## src/octrip_pkg.sv

```systemverilog
// ----------------------------------------------------------------------------
// octrip_pkg
// Types, constants and compare helpers for the three-phase overcurrent trip.
// ----------------------------------------------------------------------------
package octrip_pkg;

	localparam int COUNT_BITS_DEF = 17;
	localparam int LIMIT_W        = 17;
	localparam int CUR_W          = 18;
	localparam int CFG_IDX_W      = 3;
	localparam int S_TDATA_W      = 56;
	localparam int M_TDATA_W      = 8;

	localparam logic [LIMIT_W-1:0] INSTANT_LIMIT_RST = 17'd40000;
	localparam logic [LIMIT_W-1:0] SHORT_LIMIT_RST   = 17'd39000;
	localparam logic [LIMIT_W-1:0] LONG_LIMIT_RST    = 17'd38000;
	localparam logic [LIMIT_W-1:0] SHORT_RUN_RST     = 17'd10;
	localparam logic [LIMIT_W-1:0] LONG_RUN_RST      = 17'd100000;

	typedef enum logic [CFG_IDX_W-1:0] {
		REG_INSTANT_LIMIT = 3'd0,
		REG_SHORT_LIMIT   = 3'd1,
		REG_LONG_LIMIT    = 3'd2,
		REG_SHORT_RUN     = 3'd3,
		REG_LONG_RUN      = 3'd4
	} reg_idx_t;

	typedef enum logic [1:0] {
		TRIP_NONE    = 2'd0,
		TRIP_INSTANT = 2'd1,
		TRIP_SHORT   = 2'd2,
		TRIP_LONG    = 2'd3
	} trip_code_t;

	typedef logic [LIMIT_W-1:0]      limit_t;
	typedef logic signed [CUR_W-1:0] current_t;

	typedef struct packed {
		current_t w;
		current_t v;
		current_t u;
	} phases_t;

	typedef struct packed {
		limit_t instant_limit;
		limit_t short_limit;
		limit_t long_limit;
		limit_t short_run;
		limit_t long_run;
	} cfg_regs_t;

	function automatic logic phase_over(current_t x, limit_t lim);
		logic [CUR_W-1:0] mag;
		mag = x[CUR_W-1] ? $unsigned(-x) : $unsigned(x);
		return mag > {1'b0, lim};
	endfunction

	function automatic logic beyond(phases_t ph, limit_t lim);
		return phase_over(ph.u, lim) | phase_over(ph.v, lim) | phase_over(ph.w, lim);
	endfunction

endpackage

```

## src/octrip_cfg.sv

```systemverilog
// ----------------------------------------------------------------------------
// octrip_cfg
// Limit and run-length registers, written through the config channel.
// ----------------------------------------------------------------------------
module octrip_cfg (
	input  logic                            clk,
	input  logic                            arst_n,
	input  logic                            cfg_valid,
	input  logic [octrip_pkg::CFG_IDX_W-1:0] cfg_index,
	input  octrip_pkg::limit_t              cfg_data,
	output octrip_pkg::cfg_regs_t           regs
);
	import octrip_pkg::*;

	cfg_regs_t regs_q;

	always_ff @(posedge clk or negedge arst_n) begin
		if (!arst_n) begin
			regs_q.instant_limit <= INSTANT_LIMIT_RST;
			regs_q.short_limit   <= SHORT_LIMIT_RST;
			regs_q.long_limit    <= LONG_LIMIT_RST;
			regs_q.short_run     <= SHORT_RUN_RST;
			regs_q.long_run      <= LONG_RUN_RST;
		end else if (cfg_valid) begin
			unique case (cfg_index)
				REG_INSTANT_LIMIT: regs_q.instant_limit <= cfg_data;
				REG_SHORT_LIMIT:   regs_q.short_limit   <= cfg_data;
				REG_LONG_LIMIT:    regs_q.long_limit    <= cfg_data;
				REG_SHORT_RUN:     regs_q.short_run     <= cfg_data;
				REG_LONG_RUN:      regs_q.long_run      <= cfg_data;
				default: ;
			endcase
		end
	end

	assign regs = regs_q;

endmodule

```

## src/octrip_level.sv

```systemverilog
// ----------------------------------------------------------------------------
// octrip_level
// One timed level: over-limit check, saturating run counter, trip on reach.
// ----------------------------------------------------------------------------
module octrip_level #(
	parameter int COUNT_BITS = octrip_pkg::COUNT_BITS_DEF
) (
	input  logic                clk,
	input  logic                arst_n,
	input  logic                en,
	input  octrip_pkg::phases_t ph,
	input  octrip_pkg::limit_t  limit,
	input  octrip_pkg::limit_t  run,
	output logic                trip
);
	import octrip_pkg::*;

	localparam int CMP_W = (COUNT_BITS > LIMIT_W) ? COUNT_BITS : LIMIT_W;

	logic [COUNT_BITS-1:0] cnt_q;
	logic [COUNT_BITS-1:0] cnt_inc;
	logic                  over;
	logic                  sat;

	assign over    = beyond(ph, limit);
	assign sat     = &cnt_q;
	assign cnt_inc = cnt_q + 1'b1;
	assign trip    = en && over && !sat && (CMP_W'(cnt_inc) == CMP_W'(run));

	always_ff @(posedge clk or negedge arst_n) begin
		if (!arst_n) begin
			cnt_q <= '0;
		end else if (en) begin
			if (!over) begin
				cnt_q <= '0;
			end else if (!sat) begin
				cnt_q <= cnt_inc;
			end
		end
	end

endmodule

```

## src/three_phase_overcurrent_trip_top.sv

```systemverilog
// ----------------------------------------------------------------------------
// three_phase_overcurrent_trip_top
// Instant, short and long overcurrent trips on three phase current samples.
//
//  channel  dir  request            accepted when
//  s_*      in   one current sample s_tvalid & s_tready
//  m_*      out  one trip status    m_tvalid & m_tready
//  cfg_*    in   register write     cfg_valid & cfg_ready (always ready)
//
// One sample per cycle sustained while the result is not stalled by m_tready.
// Input register, one pass of compares and counters, result register.
// Reset clears counters, alarm and code; registers take their defaults.
// A stalled result holds; the input register still takes one more sample.
// ----------------------------------------------------------------------------
module three_phase_overcurrent_trip_top #(
	parameter int COUNT_BITS = octrip_pkg::COUNT_BITS_DEF
) (
	input  logic                             clk,
	input  logic                             arst_n,
	input  logic                             s_tvalid,
	output logic                             s_tready,
	// current_u, current_v, current_w, zero pad
	input  logic [octrip_pkg::S_TDATA_W-1:0] s_tdata,
	output logic                             m_tvalid,
	input  logic                             m_tready,
	// alarm_latched, alarm_code, instant_over, zero pad
	output logic [octrip_pkg::M_TDATA_W-1:0] m_tdata,
	input  logic                             cfg_valid,
	output logic                             cfg_ready,
	input  logic [octrip_pkg::CFG_IDX_W-1:0] cfg_index,
	input  octrip_pkg::limit_t               cfg_data
);
	import octrip_pkg::*;

	cfg_regs_t  regs;
	phases_t    ph_s1;
	logic       valid_s1;
	logic       valid_s2;
	logic       advance;
	logic       inst;
	logic       short_trip;
	logic       long_trip;
	logic       alarm_q;
	trip_code_t code_q;
	trip_code_t code_nxt;
	logic       alarm_s2;
	trip_code_t code_s2;
	logic       inst_s2;

	assign cfg_ready = 1'b1;

	octrip_cfg u_cfg (
		.clk       (clk),
		.arst_n    (arst_n),
		.cfg_valid (cfg_valid),
		.cfg_index (cfg_index),
		.cfg_data  (cfg_data),
		.regs      (regs)
	);

	assign advance  = valid_s1 && (!valid_s2 || m_tready);
	assign s_tready = !valid_s1 || advance;

	always_ff @(posedge clk or negedge arst_n) begin
		if (!arst_n) begin
			valid_s1 <= 1'b0;
		end else if (s_tready) begin
			valid_s1 <= s_tvalid;
		end
	end

	always_ff @(posedge clk) begin
		if (s_tready && s_tvalid) begin
			ph_s1.u <= s_tdata[CUR_W-1:0];
			ph_s1.v <= s_tdata[2*CUR_W-1:CUR_W];
			ph_s1.w <= s_tdata[3*CUR_W-1:2*CUR_W];
		end
	end

	assign inst = beyond(ph_s1, regs.instant_limit);

	octrip_level #(.COUNT_BITS(COUNT_BITS)) u_short (
		.clk    (clk),
		.arst_n (arst_n),
		.en     (advance),
		.ph     (ph_s1),
		.limit  (regs.short_limit),
		.run    (regs.short_run),
		.trip   (short_trip)
	);

	octrip_level #(.COUNT_BITS(COUNT_BITS)) u_long (
		.clk    (clk),
		.arst_n (arst_n),
		.en     (advance),
		.ph     (ph_s1),
		.limit  (regs.long_limit),
		.run    (regs.long_run),
		.trip   (long_trip)
	);

	// later level wins the code
	always_comb begin
		code_nxt = code_q;
		if (inst)       code_nxt = TRIP_INSTANT;
		if (short_trip) code_nxt = TRIP_SHORT;
		if (long_trip)  code_nxt = TRIP_LONG;
	end

	always_ff @(posedge clk or negedge arst_n) begin
		if (!arst_n) begin
			alarm_q  <= 1'b0;
			code_q   <= TRIP_NONE;
			valid_s2 <= 1'b0;
		end else begin
			if (advance) begin
				alarm_q <= alarm_q | inst | short_trip | long_trip;
				code_q  <= code_nxt;
			end
			if (advance) begin
				valid_s2 <= 1'b1;
			end else if (m_tready) begin
				valid_s2 <= 1'b0;
			end
		end
	end

	always_ff @(posedge clk) begin
		if (advance) begin
			alarm_s2 <= alarm_q | inst | short_trip | long_trip;
			code_s2  <= code_nxt;
			inst_s2  <= inst;
		end
	end

	assign m_tvalid = valid_s2;
	assign m_tdata  = {{(M_TDATA_W-4){1'b0}}, inst_s2, code_s2, alarm_s2};

endmodule
```

## config.mk

```make
export PLATFORM = sky130hd
export DESIGN_NAME = three_phase_overcurrent_trip_top
export DESIGN_NICKNAME = d
export VERILOG_FILES = /design/src/octrip_pkg.sv /design/src/octrip_cfg.sv /design/src/octrip_level.sv /design/src/three_phase_overcurrent_trip_top.sv
export SDC_FILE = /design/constraint.sdc
export NUM_CORES = 1
export LEC_CHECK = 0
export CORE_MARGIN = 10
export CORE_UTILIZATION = 45
export CTS_CLUSTER_SIZE = 25
export DETAILED_ROUTE_END_ITERATION = 10
export DONT_BUFFER_PORTS = 1
export PLACE_DENSITY_LB_ADDON = 0.05
export RECOVER_POWER = 25
export SLEW_MARGIN = 20
export SYNTH_ARGS = -nofsm -noshare
export SYNTH_HDL_FRONTEND = slang
export SYNTH_SLANG_ARGS = --single-unit
```

## constraint.sdc

```tcl
create_clock -name clk -period 4.3 [get_ports clk]
set_input_delay 0.645 -clock clk [delete_from_list [all_inputs] [get_ports clk]]
set_output_delay 0.645 -clock clk [all_outputs]
set_load 0.05 [all_outputs]
```

==> results.json <==
{
  "outcome": "finished with violations",
  "gp_congestion": 0.885,
  "vdd_ir_drop_max_mv": 0.295,
  "synth_warnings": 0,
  "p_sw_w": 0.00205,
  "final_common_cell": "ha_1",
  "worst_pin_slew_ns": 2.59,
  "crit_type": "reg2reg",
  "p_int_w": 0.00389,
  "dr_total_vias": 9555,
  "netlist_area_um2": 12500,
  "synth.area.top_cells": "dfrtp_1 (20%), ha_1 (16%), edfxtp_1 (14%)",
  "finalSetupViolCount": 13,
  "finalClockSkew_ns": 0.0137,
  "hp-class": "in2async",
  "holdWs_ns": 0.0450,
  "start_kind": "flip-flop",
  "drtAntennaViolNets": 0,
  "final_cell_mix": "ha_1 (158), nand2_1 (107), dfrtp_1 (99)",
  "grt_usage_pct": 19.5,
  "clockBufferDepth": 2,
  "finalWorstSetupSlack_ns": -0.120,
  "pwr-share-seq_pct": 38.4,
  "synth_top_family_by_area": "adder cells",
  "die_area_um2": 34900,
  "yosys.area_share.simple_pct": 15.7,
  "worst-r2r-cell-count": 18,
  "timing.rr.end": "u_long.cnt_q[13]",
  "dr.first_iter.drc_count": 613,
  "synth_top_area_cell": "dfrtp_1",
  "gr-total-overflow": 0,
  "synth_fa_ha_area_share_pct": 16.1,
  "fmax_mhz": 226,
  "ys_seq_area_share_pct": 38.9,
  "r2r_slack_ns": -0.12,
  "slew_headroom_pct": -72.9,
  "power_density_nw_per_um2": 413,
  "cts.htree.levels": 4,
  "cts.sinks": 182,
  "synth_top_area_share_pct": 19.8,
  "grt_start_max_net_pins": 100,
  "rr_startpoint": "ph_s1[4]",
  "ios": 92,
  "p_sw_share_pct": 34.5,
  "initial_core_util_pct": 45.4,
  "grt_pass1_wl_um": 53400,
  "avgRoutedWirePerCell_um": 19.6,
  "power.combinational.fraction_pct": 34.0,
  "numPortBuffers": 0,
  "maxCapViolCount": 1,
  "rows": 61,
  "arrival_ns": 4.75,
  "ys.flop_type": "dfrtp_1",
  "synthToLayoutAreaGrowth_pct": 14.7,
  "synth-edff-count": 58,
  "place_ws_ns": -0.349,
  "drive_above_1_share_pct": 18.1,
  "grt_pass1_vias": 9394,
  "cellLeakagePower_nw": 6.07,
  "finalCritPeriodShare_pct": 103,
  "viasPerCell": 5.54,
  "synth_cell_type_count": 72,
  "crit_chain": "or3_4 > or2_4 > nor2_1 > nand2_1 > or2_4 > o41ai_4 > xnor2_1 > ha_1 > nand3_2 > nor2_1 > or4_4 > or4_4 > a211oi_2 > buf_4 > nand2_2 > a21o_1 > buf_12 > a221o_1",
  "grt_antenna_before_repair": 1,
  "clk-insertion-delay-late_ns": 0.45,
  "synth-xor-area-share_pct": 6.22,
  "drc": 0,
  "cts_tree": "yes",
  "hold_viol": 0,
  "nets": 1574,
  "slew_violations": 100,
  "slowest_delay_ns": 0.51,
  "final_util_pct": 52.0,
  "failed_checks": "capacitance limit, slew limit, setup timing",
  "die_h_um": 187,
  "nFillCells": 2568,
  "min_period_ns": 4.42,
  "placed_cells": 1689,
  "root_buffer": "clkbuf_16",
  "die_w_um": 187,
  "rsz0062_at_grt": "true",
  "cp.required_ns": 4.63,
  "muxShareOfSynthArea_pct": 3.49,
  "power_frac_clock_pct": 27.6,
  "dp_hpwl_um": 26500,
  "wl_um": 33800,
  "finalSetupTns_ns": -1.30,
  "syn_area_per_cell_um2": 9.85,
  "endpoint_kind": "flip-flop",
  "synth_compound_area_share_pct": 15.1,
  "firstDrtPassIters": 5,
  "synthCells": 1272,
  "clkSlewWorstSetupHoldPaths_ns": 0.07,
  "fp.coreArea_um2": 27600,
  "ys_async_sr_fraction_pct": 68.1,
  "fin_cells": 1725,
  "cts_buffers": 17,
  "crit_fanout": 17,
  "synth_seq_cells": 182,
  "cpMaxStageDelayCell": "or4_4"
}
[power by group through the flow]
stage          Combinational [W]  Sequential [W]  Clock [W]
2_1_floorplan            0.00142         0.00223          0
3_3_place_gp             0.00189         0.00230          0
3_5_place_dp             0.00194         0.00231          0
4_1_cts                  0.00199         0.00228    0.00168
5_1_grt                  0.00230         0.00232    0.00176
6_report                 0.00202         0.00228    0.00164
[final cells by class]
type	instances	area [um^2]	area share, %
Antenna cell	1	2.50	0.0174
Clock buffer	21	472	3.28
Clock inverter	11	134	0.932
Inverter	82	308	2.14
Multi-Input combinational cell	961	7390	51.4
Sequential cell	182	4880	33.9
Tap cell	378	473	3.29
Timing Repair Buffer	89	716	4.98
[cells by family (layout without fill, tap and decap cells)]
logic type               after synthesis  in the layout
AND/OR/NAND/NOR                      375            375
AO/OA/AOI/OAI                        292            292
flip-flops                           182            182
adder cells (fa/ha/maj)              161            161
buffers and inverters                132            203
XOR/XNOR                              89             89
multiplexers                          39             39
other                                  2              6
[worst max-delay path by stage]
stage / startpoint / slack (ns) / end / cells past startpoint
2_1_floorplan: ph_s1[3] / -0.20 / u_long.cnt_q[11] / 18
3_3_place_gp: ph_s1[1] / -0.29 / u_long.cnt_q[8] / 15
3_5_place_dp: ph_s1[1] / -0.35 / u_long.cnt_q[10] / 15
4_1_cts: ph_s1[4] / -0.16 / u_long.cnt_q[9] / 18
5_1_grt: ph_s1[4] / -0.30 / u_long.cnt_q[13] / 18
6_report: ph_s1[4] / -0.12 / u_long.cnt_q[13] / 18
[what timing repair did]
| item | 4_1_cts | 5_1_grt |
|---|---|---|
| buffers inserted | 1 | 1 |
| pin swaps | 9 | 12 |
| hold buffers | 1 | 0 |
| setup endpoints to repair | 41 | 41 |
| endpoints found under the hold margin | 99 | 0 |
| gates resized for setup | 14 | 30 |
[sequential cells by signal, summed over array words and instances (netlist names)]
signal	count
code_s2	2
valid_s1	1
m_tvalid	1
alarm_s2	1
code_q	2
ph_s1	54
inst_s2	1
alarm_q	1
u_short.cnt_q	17
u_cfg.regs	85
u_long.cnt_q	17
[metal layers]
layer  GRT usage, %  wire length, um  up-vias
met4           4.62              575        2
met3           4.23             1400       25
met1           24.4            15100     4572
met5              0               13        -
met2           33.5            16800      182
li1               -                -     4774
[cells in the mapped netlist, drive strengths merged (3+ instances only)]
library cell  number
a2111oi            4
a211oi            14
a21o               8
a21oi             56
a221o             12
a221oi             6
a31oi              7
and2               9
and3              17
and3b              6
and4              12
buf               14
clkbuf            36
dfrtp             99
dfstp             25
edfxtp            58
ha               160
inv               82
mux2              38
nand2            108
nand2b            14
nand3             36
nand4             31
nor2              57
nor2b             14
nor3              25
nor3b              7
o211ai             6
o21a               8
o21ai            122
o21bai             3
o31a               3
o31ai             18
o41ai              8
or2                3
or3               16
or4               13
or4b               4
xnor2             70
xor2              19
[per-stage QoR]
stage	total power (W)	cell area [um^2]
after floorplan	0.00365	12600
after global placement	0.00420	13500
after detailed placement	0.00425	13500
final	0.00594	14400
after CTS	0.00595	14200
after global routing	0.00637	14400
[critical path, delay by kind of cell (launching register included)]
| kind | cells | cell delay (ns) |
|---|---|---|
| buf+inv | 2 | 0.33 |
| fa+ha+maj | 1 | 0.28 |
| xor+xnor | 1 | 0.19 |
| simple gates | 10 | 2.20 |
| compound gates | 4 | 0.91 |
| flops | 1 | 0.38 |
Power figures use the tool's default switching activity.
